===== src/design/hrp_pkg.sv =====
// ----------------------------------------------------------------------------
// hrp_pkg
// Shared types and codes for the hex record character parser.
// ----------------------------------------------------------------------------
`default_nettype none

package hrp_pkg;

    localparam logic [2:0] K_DATA  = 3'd0;
    localparam logic [2:0] K_OK    = 3'd1;
    localparam logic [2:0] K_CSUM  = 3'd2;
    localparam logic [2:0] K_START = 3'd3;
    localparam logic [2:0] K_HEX   = 3'd4;
    localparam logic [2:0] K_SHORT = 3'd5;
    localparam logic [2:0] K_EOF   = 3'd6;

    localparam logic [7:0] CH_COLON = 8'h3A;
    localparam logic [7:0] CH_LF    = 8'h0A;

    localparam logic [7:0] TYPE_DATA = 8'h00;
    localparam logic [7:0] TYPE_EOF  = 8'h01;
    localparam logic [7:0] TYPE_SEG  = 8'h02;
    localparam logic [7:0] TYPE_LIN  = 8'h04;

    typedef struct packed {
        logic       is_space;
        logic       is_colon;
        logic       is_lf;
        logic       is_hex;
        logic [3:0] nibble;
    } t_char_class;

endpackage

`default_nettype wire


===== src/design/hex_record_char_parser.sv =====
// ----------------------------------------------------------------------------
// hex_record_char_parser
// Intel HEX text parser, one character per item; emits data bytes with
// absolute addresses and a status item at the end of every record.
//
//   channel | direction | handshake          | payload
//   in      | to block  | i_valid / o_stall  | i_character
//   out     | from block| o_valid / i_stall  | o_kind o_address o_data_byte
//           |           |                    | o_record_type o_byte_count
//
// One item per cycle while o_stall is low; a result appears in the cycle after its item is taken.
// The parse state and the result register update in the same cycle.
// i_rst_n is synchronous; after reset the parser waits between records.
// o_stall rises only while a result is held and the sink stalls.
// ----------------------------------------------------------------------------
`default_nettype none

module hex_record_char_parser
    import hrp_pkg::*;
(
    input  wire logic        i_clk,
    input  wire logic        i_rst_n,
    input  wire logic        i_valid,
    input  wire logic [7:0]  i_character,
    output logic             o_stall,
    output logic             o_valid,
    input  wire logic        i_stall,
    output logic [2:0]       o_kind,
    output logic [31:0]      o_address,
    output logic [7:0]       o_data_byte,
    output logic [7:0]       o_record_type,
    output logic [7:0]       o_byte_count
);

    localparam logic [2:0] PH_IDLE  = 3'd0;
    localparam logic [2:0] PH_COUNT = 3'd1;
    localparam logic [2:0] PH_ADDRH = 3'd2;
    localparam logic [2:0] PH_ADDRL = 3'd3;
    localparam logic [2:0] PH_TYPE  = 3'd4;
    localparam logic [2:0] PH_DATA  = 3'd5;
    localparam logic [2:0] PH_CHECK = 3'd6;
    localparam logic [2:0] PH_SKIP  = 3'd7;

    t_char_class cls;

    logic [2:0]  r_phase,      n_phase;
    logic [3:0]  r_high,       n_high;
    logic        r_pending,    n_pending;
    logic [7:0]  r_count,      n_count;
    logic [15:0] r_offset,     n_offset;
    logic [7:0]  r_type,       n_type;
    logic [7:0]  r_done,       n_done;
    logic [7:0]  r_sum,        n_sum;
    logic [31:0] r_base,       n_base;
    logic [15:0] r_first,      n_first;
    logic        r_stopped,    n_stopped;

    logic        r_out_valid;
    logic [2:0]  r_kind;
    logic [31:0] r_address;
    logic [7:0]  r_data_byte;
    logic [7:0]  r_rtype;
    logic [7:0]  r_bcount;

    logic        accept;
    logic        emit;
    logic [2:0]  e_kind;
    logic [31:0] e_address;
    logic [7:0]  e_data;
    logic        e_fields;
    logic [31:0] rec_base;
    logic [7:0]  byte_val;
    logic [7:0]  done_inc;

    hrp_char_class u_class (
        .i_character (i_character),
        .o_class     (cls)
    );

    assign o_stall = r_out_valid && i_stall;
    assign accept  = i_valid && !o_stall;
    assign rec_base = r_base + {16'h0000, r_offset};
    assign byte_val = {r_high, cls.nibble};
    assign done_inc = r_done + 8'd1;

    always_comb begin
        n_phase   = r_phase;
        n_high    = r_high;
        n_pending = r_pending;
        n_count   = r_count;
        n_offset  = r_offset;
        n_type    = r_type;
        n_done    = r_done;
        n_sum     = r_sum;
        n_base    = r_base;
        n_first   = r_first;
        n_stopped = r_stopped;
        emit      = 1'b0;
        e_kind    = K_OK;
        e_address = rec_base;
        e_data    = 8'h00;
        e_fields  = 1'b1;

        if (r_stopped) begin
            // idle until reset
        end else if (r_phase == PH_IDLE) begin
            if (cls.is_colon) begin
                n_phase   = PH_COUNT;
                n_high    = 4'h0;
                n_pending = 1'b0;
                n_count   = 8'h00;
                n_offset  = 16'h0000;
                n_type    = 8'h00;
                n_done    = 8'h00;
                n_sum     = 8'h00;
                n_first   = 16'h0000;
            end else if (!cls.is_space) begin
                n_phase   = PH_SKIP;
                emit      = 1'b1;
                e_kind    = K_START;
                e_address = 32'h0000_0000;
                e_fields  = 1'b0;
            end
        end else if (r_phase == PH_SKIP) begin
            if (cls.is_lf) begin
                n_phase = PH_IDLE;
            end
        end else if (cls.is_lf) begin
            n_phase = PH_IDLE;
            emit    = 1'b1;
            e_kind  = K_SHORT;
        end else if (!cls.is_hex) begin
            n_phase = PH_SKIP;
            emit    = 1'b1;
            e_kind  = K_HEX;
        end else if (!r_pending) begin
            n_high    = cls.nibble;
            n_pending = 1'b1;
        end else begin
            n_pending = 1'b0;
            n_sum     = r_sum + byte_val;
            unique case (r_phase)
                PH_COUNT: begin
                    n_count = byte_val;
                    n_phase = PH_ADDRH;
                end
                PH_ADDRH: begin
                    n_offset = {byte_val, 8'h00};
                    n_phase  = PH_ADDRL;
                end
                PH_ADDRL: begin
                    n_offset = {r_offset[15:8], byte_val};
                    n_phase  = PH_TYPE;
                end
                PH_TYPE: begin
                    n_type  = byte_val;
                    n_phase = (r_count != 8'h00) ? PH_DATA : PH_CHECK;
                end
                PH_DATA: begin
                    if (r_done == 8'h00) begin
                        n_first = {byte_val, r_first[7:0]};
                    end else if (r_done == 8'h01) begin
                        n_first = {r_first[15:8], byte_val};
                    end
                    if (r_type == TYPE_DATA) begin
                        emit      = 1'b1;
                        e_kind    = K_DATA;
                        e_address = rec_base + {24'h000000, r_done};
                        e_data    = byte_val;
                    end
                    n_done = done_inc;
                    if (done_inc == r_count) begin
                        n_phase = PH_CHECK;
                    end
                end
                PH_CHECK: begin
                    n_phase = PH_SKIP;
                    emit    = 1'b1;
                    if (n_sum != 8'h00) begin
                        e_kind = K_CSUM;
                    end else if (r_type == TYPE_EOF) begin
                        n_stopped = 1'b1;
                        e_kind    = K_EOF;
                    end else begin
                        e_kind = K_OK;
                        if (r_count >= 8'd2) begin
                            if (r_type == TYPE_LIN) begin
                                n_base = {r_first, 16'h0000};
                            end else if (r_type == TYPE_SEG) begin
                                n_base = {12'h000, r_first, 4'h0};
                            end
                        end
                    end
                end
                default: begin
                end
            endcase
        end
    end

    always_ff @(posedge i_clk) begin
        if (!i_rst_n) begin
            r_phase   <= PH_IDLE;
            r_high    <= 4'h0;
            r_pending <= 1'b0;
            r_count   <= 8'h00;
            r_offset  <= 16'h0000;
            r_type    <= 8'h00;
            r_done    <= 8'h00;
            r_sum     <= 8'h00;
            r_base    <= 32'h0000_0000;
            r_first   <= 16'h0000;
            r_stopped <= 1'b0;
        end else if (accept) begin
            r_phase   <= n_phase;
            r_high    <= n_high;
            r_pending <= n_pending;
            r_count   <= n_count;
            r_offset  <= n_offset;
            r_type    <= n_type;
            r_done    <= n_done;
            r_sum     <= n_sum;
            r_base    <= n_base;
            r_first   <= n_first;
            r_stopped <= n_stopped;
        end
    end

    always_ff @(posedge i_clk) begin
        if (!i_rst_n) begin
            r_out_valid <= 1'b0;
        end else if (accept && emit) begin
            r_out_valid <= 1'b1;
        end else if (!i_stall) begin
            r_out_valid <= 1'b0;
        end
    end

    always_ff @(posedge i_clk) begin
        if (accept && emit) begin
            r_kind      <= e_kind;
            r_address   <= e_address;
            r_data_byte <= e_data;
            r_rtype     <= e_fields ? r_type  : 8'h00;
            r_bcount    <= e_fields ? r_count : 8'h00;
        end
    end

    assign o_valid       = r_out_valid;
    assign o_kind        = r_kind;
    assign o_address     = r_address;
    assign o_data_byte   = r_data_byte;
    assign o_record_type = r_rtype;
    assign o_byte_count  = r_bcount;

    a_stopped_quiet: assert property (@(posedge i_clk) disable iff (!i_rst_n)
        r_stopped && !r_out_valid |=> !r_out_valid)
        else $error("result after end of file");

    a_data_type: assert property (@(posedge i_clk) disable iff (!i_rst_n)
        o_valid && o_kind == K_DATA |-> o_record_type == TYPE_DATA)
        else $error("data byte from non-data record");

    a_start_clean: assert property (@(posedge i_clk) disable iff (!i_rst_n)
        o_valid && o_kind == K_START |->
        o_address == 32'h0 && o_record_type == 8'h00 && o_byte_count == 8'h00)
        else $error("bad start item carries record fields");

    a_no_take_full: assert property (@(posedge i_clk) disable iff (!i_rst_n)
        r_out_valid && i_stall |=> r_out_valid && $stable(r_kind))
        else $error("held result lost");

endmodule

`default_nettype wire


===== src/design/hrp_char_class.sv =====
// ----------------------------------------------------------------------------
// hrp_char_class
// Classifies one ASCII character: whitespace, colon, LF, hex digit value.
// ----------------------------------------------------------------------------
`default_nettype none

module hrp_char_class
    import hrp_pkg::*;
(
    input  wire logic [7:0]  i_character,
    output t_char_class      o_class
);

    logic is_dec;
    logic is_lower;
    logic is_upper;
    logic [7:0] dec_val;
    logic [7:0] low_val;
    logic [7:0] up_val;

    always_comb begin
        is_dec   = (i_character >= 8'h30) && (i_character <= 8'h39);
        is_lower = (i_character >= 8'h61) && (i_character <= 8'h66);
        is_upper = (i_character >= 8'h41) && (i_character <= 8'h46);
        dec_val  = i_character - 8'h30;
        low_val  = i_character - 8'h57;
        up_val   = i_character - 8'h37;

        o_class.is_space = (i_character == 8'h20) ||
                           ((i_character >= 8'h09) && (i_character <= 8'h0D));
        o_class.is_colon = (i_character == CH_COLON);
        o_class.is_lf    = (i_character == CH_LF);
        o_class.is_hex   = is_dec || is_lower || is_upper;
        if (is_dec) begin
            o_class.nibble = dec_val[3:0];
        end else if (is_lower) begin
            o_class.nibble = low_val[3:0];
        end else begin
            o_class.nibble = up_val[3:0];
        end
    end

endmodule

`default_nettype wire

===== config.mk =====
export PLATFORM = sky130hd
export DESIGN_NAME = hex_record_char_parser
export DESIGN_NICKNAME = d
export VERILOG_FILES = /design/src/design/hrp_pkg.sv /design/src/design/hex_record_char_parser.sv /design/src/design/hrp_char_class.sv
export SDC_FILE = /design/constraint.sdc
export NUM_CORES = 1
export LEC_CHECK = 0
export CORE_MARGIN = 1
export CORE_UTILIZATION = 35
export CTS_CLUSTER_SIZE = 12
export DETAILED_ROUTE_END_ITERATION = 6
export DONT_BUFFER_PORTS = 1
export HOLD_SLACK_MARGIN = 0.15
export SYNTH_ARGS = -nofsm -noshare
export SYNTH_HDL_FRONTEND = slang
export SYNTH_SLANG_ARGS = --single-unit

===== constraint.sdc =====
create_clock -name i_clk -period 9.1 [get_ports i_clk]
set_input_delay 0.91 -clock i_clk [delete_from_list [all_inputs] [get_ports i_clk]]
set_output_delay 0.91 -clock i_clk [all_outputs]
set_load 0.01 [all_outputs]

Word-level counts from Yosys, hierarchy flattened --
Cells that the tools add are included. W data, S select, Z words.
Cells by class: $add $sub $neg 7, $mul 0, divide/modulo/power cells 0, magnitude comparators 9, eq/ne operators 27, shift operators 0, multiplexer cells 112, bitwise logic cells 10, reductions and logical operators 39
Operator list (count):
- $mux W32 | 12
- $mux W16 | 13
- $mux W8 | 25
- $mux W3 | 16
- $add A32 B16 Y32 | 1
- $add A32 B8 Y32 | 1
- $mux W4 | 8
- $pmux W16 S2 | 1
- $reduce_and A8 Y1 | 4
- $mux W1 | 31
- $reduce_and A7 Y1 | 3
- $pmux W3 S6 | 1
- $reduce_and A9 Y1 | 2
- $reduce_bool A2 Y1 | 9
- $eq A8 B1 Y1 const B | 2
- $eq A8 B6 Y1 const B | 2
- $ge A8 B7 Y1 const B | 2
- $le A8 B7 Y1 const B | 2
- $logic_not A8 Y1 | 2
- $reduce_bool A8 Y1 | 2
- $eq A3 B3 Y1 const B | 4
- $reduce_and A12 Y1 | 1
- $not A1 Y1 | 10
- $reduce_and A10 Y1 | 1
- 31 further kinds | 49
Word-level totals: register bits after elaboration 165, bits in latches 0, RAM bits 0, bits in read-only memories 0, input port bits 12, output and inout port bits 61, logic and storage cells 223, memories kept 0

Logic depth before layout (Yosys ltp) --
depth in word-level cells 14, gate-level depth with buffers 20

Cells and area by module --
From an unflattened synthesis, not the netlist that was laid out.
Unflattened totals: cell total of the unflattened synthesis 1075, area total of the unflattened synthesis 9698.1 µm²
Modules (own cells, without submodules):
- hex_record_char_parser | instances 1, cells an instance 1038, area an instance 9397.8 µm²
- hrp_char_class | instances 1, cells an instance 37, area an instance 300.3 µm²

Worst setup path before layout --
No wires, ideal clock.
kind input to register, start point in i_character[0], end point reg r_address[0] (netlist: o_address[0]) (enable), data arrival time 6.141 ns, required time 8.549 ns, setup slack 2.408 ns, stages on the path 8, cell sequence inv_1 ha_1 inv_1 o311a_1 nor2_1 a311o_1 a31oi_1 nor3_1
Between the ends: cells in the longest elaborated chain, start to end 10, elaborated cells on any way between the ends 26
RTL lines:
- from (decl) | line hex_record_char_parser.sv:24 | input wire logic [7:0] i_character,
- $ge A8 B6 Y1, or another cell as far along | line hrp_char_class.sv:22 | is_dec = (i_character >= 8'h30) && (i_character <= 8'h39);
- $logic_and A1 B1 Y1 (on tied branches) | line hrp_char_class.sv:22, hrp_char_class.sv:23
- $logic_or A1 B1 Y1 (2 in a row) | line hrp_char_class.sv:33 | o_class.is_hex = is_dec || is_lower || is_upper;
- $mux W1 | line hex_record_char_parser.sv:132 | end else if (!cls.is_hex) begin
- $mux W1 | line hex_record_char_parser.sv:128 | end else if (cls.is_lf) begin
- $mux W1 | line hex_record_char_parser.sv:124 | end else if (r_phase == PH_SKIP) begin
- $mux W1 * | line hex_record_char_parser.sv:106 | end else if (r_phase == PH_IDLE) begin
- $mux W1 * | line hex_record_char_parser.sv:104 | if (r_stopped) begin
- $logic_and A1 B1 Y1 * | line hex_record_char_parser.sv:240 | if (accept && emit) begin
- to (signal assigned) | line hex_record_char_parser.sv:242 | r_address <= e_address;
- to (decl) | line hex_record_char_parser.sv:60 | logic [31:0] r_address;
Every way passes the cells marked *; elsewhere a longest branch is shown, timed or not. A chain may end at the register's enable or synchronous reset.

==> impl_metrics.json <==
{
  "viasPerCell": 5.680,
  "ant_nets": 0,
  "first_global_vias": 7259,
  "gp_congestion": 0.9506,
  "yosys_warnings": 0,
  "crit_start": "i_character[0]",
  "syn2layout_area_growth_pct": 9.030,
  "post_cts_resized": 0,
  "crit_buf_inv": 2,
  "routed_wl_um": 25490,
  "hp-class": "reg -> reg",
  "setup.worst_path.end_class": "register",
  "finalNonFillerCells": 1377,
  "r2r_start": "r_base[4]",
  "fillCellCount": 2606,
  "rows": 59,
  "crit_type": "in -> reg",
  "syn-num-nets": 1107,
  "drt_iter0_drc": 712,
  "hold_buffers": 0,
  "skew_ns": 0.01397,
  "fp.coreArea_um2": 26060,
  "hold_start": "r_base[15]",
  "p_per_area_nw_per_um2": 168.5,
  "drive_gt1_share_pct": 5.950,
  "met3_length_um": 1226,
  "vias": 7821,
  "startpoint_type": "primary input",
  "synth_edf_count": 59,
  "drc": 0,
  "cts.htree.levels": 4,
  "cts_tree": "built",
  "cp_slowest_cell": "or4_4",
  "dpl.cell_count": 1345,
  "regToRegSetupSlack_ns": 4.62,
  "synth-seq-cells": 161,
  "place_area_um2": 9530,
  "worstPathMaxFanout": 28,
  "grt_overflow_total": 0,
  "dieArea_um2": 27220,
  "ir_drop_mv": 0.1244,
  "crit_path_max_incr_delay_ns": 0.80,
  "syn_avg_cell_area_um2": 8.805,
  "layout_commonest_cell": "nor2_1",
  "ys_types": 75,
  "path_clk_slew_ns": 0.07,
  "path_cells": "inv_1 > ha_1 > o21bai_1 > a21boi_2 > mux2i_1 > inv_1 > ha_1 > a21o_1 > a21oi_2 > xnor2_1 > or4b_1 > or3_1 > or3_4 > or4_4 > mux2i_1",
  "crit_arrival_ns": 5.52,
  "final_util_pct": 38.90,
  "synth_area_um2": 9298,
  "wl_per_cell_um": 18.51,
  "dr_wl_met2_um": 12210,
  "grt_pass1_wl_um": 40040,
  "timing.final.crit_share_pct": 57.36,
  "hpwl_um": 19140,
  "fin_area_um2": 10140,
  "mostFrequentLayoutCells": "nor2_1, nand2_1, dfxtp_1",
  "seqCellArea_um2": 3814,
  "status": "finished clean",
  "first_pass_iters": 5,
  "start_util_pct": 35.68,
  "die_width_um": 165.0,
  "rsz0062_at_grt": "no",
  "die_h_um": 165.0,
  "ys_async_sr_fraction_pct": 0,
  "p_leak_uw": 0.003879,
  "grt_max_degree": 66,
  "final.min_clock_period_ns": 5.220,
  "slew_violations": 0,
  "worstMarginPinSlew_ns": 1.380,
  "setup_violations": 0,
  "cts_buffers": 17,
  "ios": 73,
  "yosysSeqAreaShare_pct": 41.02,
  "cts_buffer_depth": 2,
  "routed.top_layer": "met4",
  "cp_data_required_time_ns": 9.40,
  "io_buffers": 0,
  "drv_cap": 0,
  "multi_input_area_um2": 5166,
  "nets": 1080,
  "cts.sinks": 161,
  "cpLargestDelayFamily": "simple AND/OR/NAND/NOR gates",
  "clk_latency_ns": 0.43,
  "hold_violations": 0,
  "grt_usage_pct": 19.22,
  "synthCells": 1056,
  "cts_post_setup_buffers_inserted": 0,
  "diodes": 0,
  "fin_tns_setup_ns": 0,
  "ys.flop_type": "dfxtp_1",
  "max_freq_ghz": 0.1916,
  "antenna_found_initial": 0,
  "slew_headroom_pct": 7.179,
  "root_buffer": "clkbuf_16",
  "drt-met1-wl_um": 11580
}
[synth_stat cells, types with 14 or more instances]
cell | instances | area, um^2
xor2_1 | 18 | 157.7
nor3_1 | 42 | 210.2
o21ai_0 | 36 | 180.2
o211ai_1 | 14 | 105.1
dfxtp_1 | 102 | 2042
clkbuf_1 | 46 | 172.7
nand3_1 | 56 | 280.3
edfxtp_1 | 59 | 1772
a21oi_1 | 67 | 335.3
mux2i_1 | 49 | 490.5
ha_1 | 36 | 450.4
inv_1 | 25 | 93.84
nor2_1 | 126 | 473.0
nand2_1 | 117 | 439.2
a21o_1 | 15 | 112.6
xnor2_1 | 32 | 280.3
and2_1 | 33 | 206.5
[final cells by class]
type | instances | area share, %
Tap cell | 335 | 4.135
Timing Repair Buffer | 5 | 0.3703
Multi-Input combinational cell | 819 | 50.96
Inverter | 25 | 0.9257
Clock buffer | 17 | 4.197
Sequential cell | 161 | 37.62
Clock inverter | 15 | 1.790
[cell families after synthesis]
group | synth area share (%)
simple gates | 24.01
compound gates | 15.73
flops | 41.02
buf+inv | 3.526
mux | 5.517
xor+xnor | 4.710
fa+ha+maj | 5.491
[sequential cells by signal, indices dropped and copies added, names as in the netlist, 16 cells and up]
| register | flops |
|---|---|
| r_first | 16 |
| r_offset | 16 |
| r_base | 28 |
| o_address | 32 |
[final timing paths]
check | to | cells past startpoint
max | r_base[12] | 15
min | r_base[15] | 2
max reg2reg | o_address[31] | 11
min reg2reg | r_base[15] | 2
[power breakdown]
| part | internal, uW | leakage [uW] | switching, uW |
|---|---|---|---|
| Sequential | 787 | 0.00141 | 39.5 |
| Combinational | 39.4 | 0.00218 | 114 |
| Clock | 374 | 0.000296 | 354 |
[metal layers]
metal,vias to the layer above,GRT usage [%]
met1,3761,25.40
li1,3773,-
met4,0,6.422
met5,-,0
met2,250,31.82
met3,37,2.838
[tightest hold or removal path, delay by kind of cell, from the launching register on]
kind          cells  cell delay, ns
flops             1            0.31
mux               1            0.06
simple gates      1            0.05
[metrics by stage]
stage | power, uW | hold WS (ns) | worst slack, ns
after global routing | 1768 | 0.5050 | 3.599
final | 1708 | 0.4735 | 3.880
after floorplan | 948.2 | 0.4418 | 2.408
after global placement | 992.1 | 0.4496 | 3.600
after CTS | 1716 | 0.4786 | 3.890
after detailed placement | 995.0 | 0.4631 | 3.459
Note: power is estimated with default switching activity, not from simulation.
